==> config.mk <==
export PLATFORM = sky130hd
export DESIGN_NAME = ring_frame_builder_xor_fcs_core
export DESIGN_NICKNAME = d
export VERILOG_FILES = /design/src/hdl/rfb_pkg.sv /design/src/hdl/rfb_item_reg.sv /design/src/hdl/rfb_seq.sv /design/src/hdl/ring_frame_builder_xor_fcs_core.sv
export SDC_FILE = /design/constraint.sdc
export NUM_CORES = 1
export LEC_CHECK = 0
export BUFFER_PORTS_ARGS = -buffer_cell sky130_fd_sc_hd__buf_2
export CAP_MARGIN = 15
export CORE_MARGIN = 3
export CORE_UTILIZATION = 50
export DETAILED_ROUTE_END_ITERATION = 16
export HOLD_SLACK_MARGIN = 0.03
export PLACE_DENSITY_LB_ADDON = 0.3
export SYNTH_ARGS = -nofsm -noshare
export SYNTH_HDL_FRONTEND = slang
export SYNTH_SLANG_ARGS = --single-unit
==> constraint.sdc <==
create_clock -name clk_i -period 7.84 [get_ports clk_i]
set_input_delay 1.96 -clock clk_i [delete_from_list [all_inputs] [get_ports clk_i]]
set_output_delay 1.96 -clock clk_i [all_outputs]
set_load 0.005 [all_outputs]
==> src/hdl/rfb_pkg.sv <==
// shared types and constants for the ring frame builder
// no dependencies
package rfb_pkg;

  localparam int unsigned ByteW = 8;
  localparam int unsigned NumPh = 9;
  localparam int unsigned PhW   = $clog2(NumPh);

  localparam logic [ByteW-1:0] StartDelim  = 8'h7E;
  localparam logic [ByteW-1:0] AccessCtrl  = 8'h10;
  localparam logic [ByteW-1:0] FrameCtrl   = 8'h00;
  localparam logic [ByteW-1:0] EndDelim    = 8'h7E;
  localparam logic [ByteW-1:0] FrameStatus = 8'h00;

  // byte positions inside one item's expansion
  localparam logic [PhW-1:0] PhStart  = 4'd0;
  localparam logic [PhW-1:0] PhAccess = 4'd1;
  localparam logic [PhW-1:0] PhFctrl  = 4'd2;
  localparam logic [PhW-1:0] PhDest   = 4'd3;
  localparam logic [PhW-1:0] PhSrc    = 4'd4;
  localparam logic [PhW-1:0] PhPay    = 4'd5;
  localparam logic [PhW-1:0] PhCheck  = 4'd6;
  localparam logic [PhW-1:0] PhEnd    = 4'd7;
  localparam logic [PhW-1:0] PhStatus = 4'd8;

  typedef struct packed {
    logic [ByteW-1:0] payload;
    logic             present;
    logic [ByteW-1:0] dest;
    logic [ByteW-1:0] src;
    logic             last;
  } item_t;

  // held item as seen by the sequencer
  typedef struct packed {
    logic  valid;
    item_t item;
  } hold_t;

endpackage

==> src/hdl/rfb_item_reg.sv <==
// input register of the ring frame builder: holds one item until it is expanded
// depends on rfb_pkg
module rfb_item_reg import rfb_pkg::*; (
  input  logic  clk_i,
  input  logic  rst_ni,
  input  logic  in_valid_i,
  output logic  in_stall_o,
  input  item_t item_i,
  input  logic  item_done_i,
  output hold_t hold_o
);

  logic  valid_q, valid_d;
  item_t item_q;
  logic  accept;

  // a finishing item frees the register in the same cycle
  assign in_stall_o = valid_q && !item_done_i;
  assign accept     = in_valid_i && !in_stall_o;

  always_comb begin
    valid_d = valid_q;
    if (accept) begin
      valid_d = 1'b1;
    end else if (item_done_i) begin
      valid_d = 1'b0;
    end
  end

  always_ff @(posedge clk_i or negedge rst_ni) begin
    if (!rst_ni) begin
      valid_q <= 1'b0;
    end else begin
      valid_q <= valid_d;
    end
  end

  always_ff @(posedge clk_i) begin
    if (accept) begin
      item_q <= item_i;
    end
  end

  assign hold_o.valid = valid_q;
  assign hold_o.item  = item_q;

endmodule

==> src/hdl/rfb_seq.sv <==
// byte sequencer of the ring frame builder: picks the next frame byte of the
// held item, keeps frame state and the running xor, drives the result register
// depends on rfb_pkg
module rfb_seq import rfb_pkg::*; (
  input  logic             clk_i,
  input  logic             rst_ni,
  input  hold_t            hold_i,
  output logic             item_done_o,
  output logic             out_valid_o,
  input  logic             out_stall_i,
  output logic [ByteW-1:0] out_byte_o,
  output logic             frame_done_o,
  output logic             run_last_o
);

  logic             in_frame_q, in_frame_d;
  logic [ByteW-1:0] xor_q, xor_d;
  logic [PhW-1:0]   ph_q, ph_d;
  logic             out_valid_q, out_valid_d;
  logic [ByteW-1:0] out_byte_q;
  logic             frame_done_q;
  logic             run_last_q;

  logic [NumPh-1:0] act;
  logic             has_cur;
  logic [PhW-1:0]   cur;
  logic             more;
  logic [ByteW-1:0] cur_byte;
  logic             out_free;
  logic             fire;

  // which positions this item produces
  always_comb begin
    act                  = '0;
    act[PhSrc:PhStart]   = {5{!in_frame_q}};
    act[PhPay]           = hold_i.item.present;
    act[PhStatus:PhCheck] = {3{hold_i.item.last}};
  end

  // first active position at or after ph_q, and whether another follows
  always_comb begin
    has_cur = 1'b0;
    cur     = '0;
    more    = 1'b0;
    for (int p = NumPh - 1; p >= 0; p--) begin
      if (act[p] && (PhW'(p) >= ph_q)) begin
        has_cur = 1'b1;
        cur     = PhW'(p);
      end
    end
    for (int p = 0; p < NumPh; p++) begin
      if (act[p] && (PhW'(p) > cur)) begin
        more = 1'b1;
      end
    end
  end

  always_comb begin
    case (cur)
      PhStart:  cur_byte = StartDelim;
      PhAccess: cur_byte = AccessCtrl;
      PhFctrl:  cur_byte = FrameCtrl;
      PhDest:   cur_byte = hold_i.item.dest;
      PhSrc:    cur_byte = hold_i.item.src;
      PhPay:    cur_byte = hold_i.item.payload;
      PhCheck:  cur_byte = xor_q;
      PhEnd:    cur_byte = EndDelim;
      PhStatus: cur_byte = FrameStatus;
      default:  cur_byte = FrameStatus;
    endcase
  end

  assign out_free    = !out_valid_q || !out_stall_i;
  assign fire        = hold_i.valid && has_cur && out_free;
  // an item with nothing to send finishes at once
  assign item_done_o = hold_i.valid && (!has_cur || (out_free && !more));

  always_comb begin
    in_frame_d  = in_frame_q;
    xor_d       = xor_q;
    ph_d        = ph_q;
    out_valid_d = out_valid_q;
    if (out_free) begin
      out_valid_d = fire;
    end
    if (fire) begin
      if (cur <= PhPay) begin
        xor_d = xor_q ^ cur_byte;
      end else if (cur == PhStatus) begin
        xor_d = '0;
      end
      ph_d = cur + PhW'(1);
    end
    if (item_done_o) begin
      ph_d       = '0;
      in_frame_d = !hold_i.item.last;
    end
  end

  always_ff @(posedge clk_i or negedge rst_ni) begin
    if (!rst_ni) begin
      in_frame_q  <= 1'b0;
      xor_q       <= '0;
      ph_q        <= '0;
      out_valid_q <= 1'b0;
    end else begin
      in_frame_q  <= in_frame_d;
      xor_q       <= xor_d;
      ph_q        <= ph_d;
      out_valid_q <= out_valid_d;
    end
  end

  always_ff @(posedge clk_i) begin
    if (fire) begin
      out_byte_q   <= cur_byte;
      frame_done_q <= (cur == PhStatus);
      run_last_q   <= !more;
    end
  end

  assign out_valid_o  = out_valid_q;
  assign out_byte_o   = out_byte_q;
  assign frame_done_o = frame_done_q;
  assign run_last_o   = run_last_q;

endmodule

==> src/hdl/ring_frame_builder_xor_fcs_core.sv <==
// ring frame builder with xor check byte: one frame byte leaves per cycle while the
// receiver does not stall; an accepted item waits in the item register, and each
// result byte is registered in the byte sequencer; throughput: 1 item per cycle
// mid-frame while not stalled, up to 9 result bytes per item; set by the byte sequencer
// reset: asynchronous, clears frame state, running xor and all valid flags
// depends on rfb_pkg, rfb_item_reg, rfb_seq
module ring_frame_builder_xor_fcs_core import rfb_pkg::*; (
  input  logic             clk_i,
  input  logic             rst_ni,
  input  logic             in_valid_i,
  output logic             in_stall_o,
  input  logic [ByteW-1:0] payload_byte_i,
  input  logic             byte_present_i,
  input  logic [ByteW-1:0] dest_addr_i,
  input  logic [ByteW-1:0] src_addr_i,
  input  logic             frame_last_i,
  output logic             out_valid_o,
  input  logic             out_stall_i,
  output logic [ByteW-1:0] out_byte_o,
  output logic             frame_done_o,
  output logic             run_last_o
);

  item_t item;
  hold_t hold;
  logic  item_done;

  assign item.payload = payload_byte_i;
  assign item.present = byte_present_i;
  assign item.dest    = dest_addr_i;
  assign item.src     = src_addr_i;
  assign item.last    = frame_last_i;

  rfb_item_reg u_item_reg (
    .clk_i       (clk_i),
    .rst_ni      (rst_ni),
    .in_valid_i  (in_valid_i),
    .in_stall_o  (in_stall_o),
    .item_i      (item),
    .item_done_i (item_done),
    .hold_o      (hold)
  );

  rfb_seq u_seq (
    .clk_i        (clk_i),
    .rst_ni       (rst_ni),
    .hold_i       (hold),
    .item_done_o  (item_done),
    .out_valid_o  (out_valid_o),
    .out_stall_i  (out_stall_i),
    .out_byte_o   (out_byte_o),
    .frame_done_o (frame_done_o),
    .run_last_o   (run_last_o)
  );

endmodule

==> reports/results.tsv, run 1 <==
stage	metric	value	unit
job	MaxCap Viol Count	0	
global_routing	initial antenna violation count	0	
global_routing	Overall Global Routing Usage	18.5	%
critical_path	r2r startpoint	u_seq.ph_q[3]	
routing	Post-Route WL	5180	um
floorplan	Starting Density	52.6	%
global_routing	largest net degree at the start of global routing	27	
yosys	top cell type by total area after synthesis	edfxtp_1	
sta	TNS Setup	0	ns
cts	clk sink count	51	
power_and_ir_drop	Power Density	417	nW/um2
floorplan	chip width	77.2	um
min_path	Hold Crit Class	reg -> reg	
yosys	Synth cell types	55	
power_and_ir_drop	Seq pwr share	42.0	%
sta	min cycle time layout	4.56	ns
sta	Setup Skew	0.00757	ns
floorplan	DIE HEIGHT	77.2	um
critical_path	crit path max fanout	5	
critical_path	path depth of the worst reg2reg path	11	
critical_path	Critical Path AT	2.60	ns
critical_path	FF-to-FF setup slack	4.66	ns
power_and_ir_drop	Sw Ratio	39.9	%
yosys	Yosys Warn Count	0	
sta	Max transition margin	52.2	%
power_and_ir_drop	Clk pwr share	12.5	%
yosys	Post-synth EDFFs	36	
cts	Root Driver	clkbuf_8	
cts	CTS HTree Levels	2	
power_and_ir_drop	Comb pwr share	45.5	%
finish	FILL cells	418	
cts	# hold bufs at CTS	0	
critical_path	Worst Path Required	5.88	ns
cts	TritonCTS buffer count	5	
cts	# resized after CTS	0	
floorplan	core footprint	4820	um2
global_routing	first-pass GRT wire length	8560	um
power_and_ir_drop	internal power	0.715	mW
place	PortBufs	41	
yosys	count leader, synth	edfxtp_1	
min_path	Hold Crit Endpoint	u_seq.xor_q[3]	
finish	nets	276	
critical_path	capturing point of the worst reg2reg path	u_seq.xor_q[4]	
yosys	synthesized area	2540	um2
sta	final hold viol count	0	
min_path	Hold Path Cell Cnt	1	
status	outcome	completed	
power_and_ir_drop	Worst IR Drop VDD	166	uV
yosys	Post-Syn Instances	204	
yosys	top post-synthesis cells by area	edfxtp_1, dfrtp_1, a22o_1	
routing	DR WL/cell	16.7	um
yosys	Mapped Nets	237	
floorplan	I/O Pins	42	
critical_path	CP Capture Type	output port	
sta	Slew @ Worst Pin	0.715	ns
cts	Post-CTS Setup Bufs	0	
cts	clk_lat worst skew	0.31	ns
yosys	Synth Area per Inst	12.4	um2
sta	max-slew violation count	0	
routing	Residual DRC	0	
critical_path	critical path class	in -> out	
yosys	Synth async-reset ratio	29.4	%
finish	Final Util	59.2	%
finish	area added between synthesis and finish	12.5	%
sta	RSZ-0062 raised after global routing	false	
routing	Via density	5.78	
sta	period utilisation layout	58.2	%
yosys	synth cell count leaders	edfxtp_1, nand2_1, dfrtp_1, a22o_1	
routing	via count	1797	
place	detailed placement HPWL	3700	um
yosys	Main synth FF type	edfxtp_1	
global_routing	grt ovf	0	
yosys	post-synthesis register bit count	51	
finish	non-filler cells, final	311	
sta	Hold Worst Slack	0.493	ns
critical_path	Startpoint Class	input port	
power_and_ir_drop	P_sw	0.475	mW
sta	Peak Freq	219	MHz
floorplan	Rows	25	
power_and_ir_drop	Tot Pwr	1.19	mW
yosys	top cell type's share of synthesized area	42.6	%
floorplan	Die ar.	5960	um2
yosys	register area share after synthesis	57.4	%
global_routing	vias in the first global route	1701	
routing	antenna viol nets, final	0	
cts	clk slew on worst S/H paths	0.09	ns
routing	drt pass-1 iters	4	
cts	CTS tree	done	
routing	Iter 0 DRT Violations	151	
finish	antenna cells	0	
place	Final Wtd Congestion	0.908	
cts	Clock Tree Buf Depth	2	
place	Post-Place Cells	303	
min_path	hold path start	u_seq.xor_q[3]	
finish	share of cells above drive strength 1	28.3	%
sta	Setup Viol. Count Final	0	
power_and_ir_drop	leak pwr	1.17	nW
-- worst max path at each step --
| stage | start | end | slack, ns | depth (start not counted) |
|---|---|---|---|---|
| floorplan | out_stall_i | in_stall_o | 3.55 | 3 |
| global placement | out_stall_i | in_stall_o | 3.29 | 5 |
| detailed placement | out_stall_i | in_stall_o | 3.28 | 5 |
| CTS | out_stall_i | in_stall_o | 3.27 | 5 |
| global route | out_stall_i | in_stall_o | 3.20 | 5 |
| finish | out_stall_i | in_stall_o | 3.28 | 5 |
-- layer usage --
metal	wire length (um)	global-route usage, %
met1	2360	26.4
met2	2350	26.9
met3	387	5.16
met4	85	6.58
met5	0	0
-- metrics by stage --
step | instance area, um2 | setup slack (ns)
global placement | 2760 | 3.29
CTS | 2850 | 3.27
global route | 2850 | 3.20
detailed placement | 2760 | 3.28
floorplan | 2540 | 3.55
finish | 2850 | 3.28
-- cells by family (layout without fill, tap and decap cells) --
group           count (synthesis)  after routing  synth area share [%]
compound gates                 63             63                  21.2
xor+xnor                        1              1                 0.345
fa+ha+maj                       3              3                  1.48
buf+inv                        21             61                  4.54
flops                          51             51                  57.4
mux                             6              6                  2.37
simple gates                   59             59                  12.7
-- layout by cell type (no fill, tap or decap), types with 6 or more instances in the layout --
cell type / count
buf_2: 41
o21ai_0: 7
inv_1: 9
mux2i_1: 6
nor2_1: 9
a21oi_1: 7
a22o_1: 10
nand2_1: 18
edfxtp_1: 36
dfrtp_1: 15
-- flip-flops by register name, summed over array words and instances (netlist names) --
register / cells
u_seq.frame_done_o: 1
u_item_reg.valid_q: 1
u_seq.xor_q: 8
u_seq.out_byte_o: 8
u_seq.run_last_o: 1
u_seq.in_frame_q: 1
u_item_reg.hold_o: 26
u_seq.out_valid_o: 1
u_seq.ph_q: 4
-- layout make-up --
| cell class | instances | area (um2) | share of cell area (%) |
|---|---|---|---|
| flip-flops and latches | 51 | 1460 | 51.1 |
| repair buffers | 42 | 213 | 7.46 |
| clock inverters | 3 | 20.0 | 0.702 |
| inverters | 11 | 43.8 | 1.54 |
| well taps | 67 | 83.8 | 2.94 |
| multi-input cells | 132 | 967 | 33.9 |
| clock buffers | 5 | 68.8 | 2.41 |
-- power by group through the flow --
| stage | sequential, mW | combinational [mW] | clock [mW] |
|---|---|---|---|
| 6_report | 0.500 | 0.541 | 0.149 |
| 3_5_place_dp | 0.503 | 0.535 | 0 |
| 5_1_grt | 0.511 | 0.600 | 0.165 |
| 4_1_cts | 0.499 | 0.540 | 0.155 |
| 2_1_floorplan | 0.462 | 0.432 | 0 |
| 3_3_place_gp | 0.501 | 0.524 | 0 |
-- critical path, cell delays in order --
cell	delay, ns
buf_2	0.09
nand2_1	0.12
nand2_1	0.08
and3_1	0.22
buf_2	0.13
Power figures use the tool's default switching activity.
==> run 2, diff against run 1 <==
Settings changed: ABC_AREA from default to 1.
Clock period 7.84 ns to 3.91 ns, I/O delays scaled along.
==> run 2 against run 1 <==
Against the previous run: worst hold slack gained 0.057 ns; critical path depth grew 6; routed wire length shrank 17%; critical endpoint unchanged; power grew 120%; clock skew shrank 0.00068 ns; largest cell class unchanged; register-to-register slack lost 3.3 ns; critical path type is now reg -> out; sequential share of layout area grew 0.96 points.
==> reports/results.tsv, run 2 <==
stage	metric	value	unit	change
global_routing	M2 GR Usage	24.4	%	-2.6 points
floorplan	core footprint	4500	um2	-6.5%
place	PortBufs	41		unchanged
min_path	Hold Crit Class	reg -> reg		
routing	DR WL/cell	12.1	um	-27%
power_and_ir_drop	Tot Pwr	2.56	mW	+120%
cts	TritonCTS buffer count	5		unchanged
critical_path	Worst Path Required	2.93	ns	-2.95 ns
floorplan	chip width	75.5	um	-2.2%
finish	FILL cells	379		-9.3%
yosys	Synth Area per Inst	9.55	um2	-23%
sta	min cycle time layout	2.98	ns	
finish	share of cells above drive strength 1	24.8	%	-3.4 points
power_and_ir_drop	Power Density	915	nW/um2	+120%
sta	Max transition margin	74.7	%	+23 points
sta	final worst slack	0.935	ns	-2.34 ns
cts	# hold bufs at CTS	0		unchanged
power_and_ir_drop	internal power	1.46	mW	+100%
global_routing	vias in the first global route	1515		-11%
global_routing	M3 GR Usage	3.96	%	-1.2 points
cts	Root Driver	clkbuf_8		
yosys	Main synth FF type	edfxtp_1		
global_routing	met1 usage	23.8	%	-2.7 points
global_routing	grt ovf	0		unchanged
critical_path	Critical Path AT	2.00	ns	-0.60 ns
routing	Via density	4.94		-15%
finish	area added between synthesis and finish	15.9	%	
power_and_ir_drop	Sw Ratio	43.2	%	+3.3 points
yosys	synthesized area	2420	um2	-4.7%
power_and_ir_drop	Worst IR Drop VDD	527	uV	+220%
finish	most frequent cells in the layout	nand2_1, buf_2, nor2_1		
power_and_ir_drop	leak pwr	1.35	nW	+15%
critical_path	crit path max fanout	7		+2
sta	RSZ-0062 raised after global routing	false		
sta	TNS Setup	0	ns	unchanged
routing	Iter 0 DRT Violations	93		-38%
yosys	Synth async-reset ratio	29.4	%	unchanged
cts	# resized after CTS	0		unchanged
global_routing	Overall Global Routing Usage	16.3	%	-2.2 points
power_and_ir_drop	Clk pwr share	14.6	%	+2.1 points
sta	period utilisation layout	76.1	%	
routing	Post-Route WL	4290	um	-17%
global_routing	largest net degree at the start of global routing	27		unchanged
yosys	Yosys Warn Count	0		unchanged
floorplan	Rows	24		-4.0%
sta	max-slew violation count	0		unchanged
routing	Residual DRC	0		unchanged
power_and_ir_drop	P_sw	1.11	mW	+130%
critical_path	CP Capture Type	output port		
cts	CTS tree	done		
cts	CTS HTree Levels	2		unchanged
floorplan	I/O Pins	42		unchanged
job	MaxCap Viol Count	0		unchanged
routing	via count	1748		-2.7%
cts	clk slew on worst S/H paths	0.10	ns	about the same
yosys	Synth cell types	23		-58%
yosys	synth cell count leaders	nand2_1, nor2_1, edfxtp_1, inv_1, nand3_1		
global_routing	initial antenna violation count	0		unchanged
finish	fin area	2800	um2	-1.8%
place	Final Wtd Congestion	0.893		-1.7%
finish	antenna cells	0		unchanged
place	Post-DP Area	2690	um2	-2.9%
yosys	top post-synthesis cells by area	edfxtp_1, dfrtp_1, nand2_1		
sta	Peak Freq	336	MHz	
floorplan	DIE HEIGHT	75.5	um	-2.2%
finish	most common cell after layout, fill and taps aside	nand2_1		
global_routing	first-pass GRT wire length	6910	um	-19%
cts	Clock Tree Buf Depth	2		unchanged
yosys	Post-Syn Instances	253		+24%
place	detailed placement HPWL	3260	um	-12%
yosys	top cell type's share of synthesized area	44.7	%	+2.1 points
sta	final hold viol count	0		unchanged
yosys	register area share after synthesis	60.3	%	+2.9 points
cts	Post-CTS Setup Bufs	0		unchanged
yosys	post-synthesis register bit count	51		unchanged
global_routing	Most Crowded Layer GR	met2		
sta	Slew @ Worst Pin	0.379	ns	-0.335 ns
floorplan	Starting Density	53.6	%	+0.99 points
finish	nets	334		+21%
finish	max reg flops	26		unchanged
power_and_ir_drop	Seq pwr share	38.3	%	-3.7 points
sta	Setup Viol. Count Final	0		unchanged
critical_path	Startpoint Class	register		
yosys	top cell type by total area after synthesis	edfxtp_1		
floorplan	Die ar.	5700	um2	-4.4%
status	outcome	completed		
power_and_ir_drop	Comb pwr share	47.2	%	+1.7 points
sta	Setup Skew	0.00689	ns	-0.000680 ns
cts	clk sink count	51		unchanged
yosys	Mapped Nets	286		+21%
routing	antenna viol nets, final	0		unchanged
routing	drt pass-1 iters	4		unchanged
cts	clk_lat worst skew	0.30	ns	about the same
yosys	Post-synth EDFFs	36		unchanged
place	pre-CTS setup slack	1.27	ns	-2.00 ns
critical_path	critical path class	reg -> out		
yosys	count leader, synth	nand2_1		
-- run 2: cell count changes after synthesis, sizes merged, moves of 6 or more --
cell   previous run  this run
nand2            18        76
mux2i             6         0
nand3             3        23
o21ai            11         5
buf               9         1
a22o             10         0
nor2              9        44
inv              11        32
-- run 2: final timing paths --
check / depth (start not counted) / end / startpoint / slack [ns]
setup / recovery: 11 / in_stall_o / u_seq.ph_q[3] / 0.93
hold / removal: 2 / u_seq.in_frame_q / u_seq.in_frame_q / 0.55
setup reg to reg: 13 / u_seq.xor_q[7] / u_item_reg.hold_o[0] / 1.38
hold reg to reg: 2 / u_seq.in_frame_q / u_seq.in_frame_q / 0.55
max in group asynchronous: 1 / u_seq.xor_q[4] / rst_ni / 3.06
min in group asynchronous: 1 / u_item_reg.valid_q / rst_ni / 0.57
-- run 2: kinds of logic after synthesis --
family | share of synthesized area (%)
xor gates and xnor gates | 0.363
DFF | 60.3
and+or+nand+nor | 27.7
buffers and inverters | 5.64
AOI/OAI and AO/OA | 4.51
adders and majority gates | 1.55
-- run 2: layout make-up --
type | count | area, um2 | share of cell area, %
sequential | 51 | 1460 | 52.0
multi-input combinational | 169 | 826 | 29.5
timing repair buffer | 42 | 213 | 7.60
inverter | 32 | 125 | 4.47
clock buffer | 5 | 68.8 | 2.46
tap | 52 | 65.1 | 2.32
clock inverter | 3 | 46.3 | 1.65
-- run 2: per-stage QoR --
| stage | util (%) | hold WS (ns) | std cells |
|---|---|---|---|
| 6_report | 62.2 | 0.550 | 354 |
| 4_1_cts | 62.2 | 0.549 | 354 |
| 3_3_place_gp | 59.6 | 0.516 | 346 |
| 2_1_floorplan | - | 0.477 | 253 |
| 3_5_place_dp | 59.6 | 0.524 | 346 |
| 5_1_grt | 62.2 | 0.583 | 354 |
-- run 2: worst max-delay path: stages, from the launching register on --
cell and delay [ns]:
dfrtp_1 0.44, inv_2 0.08, nand2_1 0.12, o21ai_0 0.19, nand2_1 0.07, nand2_1 0.13, nand3_2 0.16, nand3_1 0.14
nand3_1 0.09, nand2_1 0.08, inv_1 0.06, buf_2 0.12
-- run 2: per-layer routing --
metal  up-vias  wire [um]
met5         -          0
met4         0         38
met3         4        281
met2        51       1890
met1       777       2080
li1        916          -
-- run 2: power groups by stage --
| stage | combinational, mW | clock (mW) | sequential (mW) |
|---|---|---|---|
| floorplan | 0.914 | 0 | 0.980 |
| global placement | 1.17 | 0 | 0.986 |
| detailed placement | 1.21 | 0 | 0.988 |
| CTS | 1.21 | 0.382 | 0.979 |
| global route | 1.39 | 0.398 | 1.00 |
| finish | 1.21 | 0.373 | 0.980 |
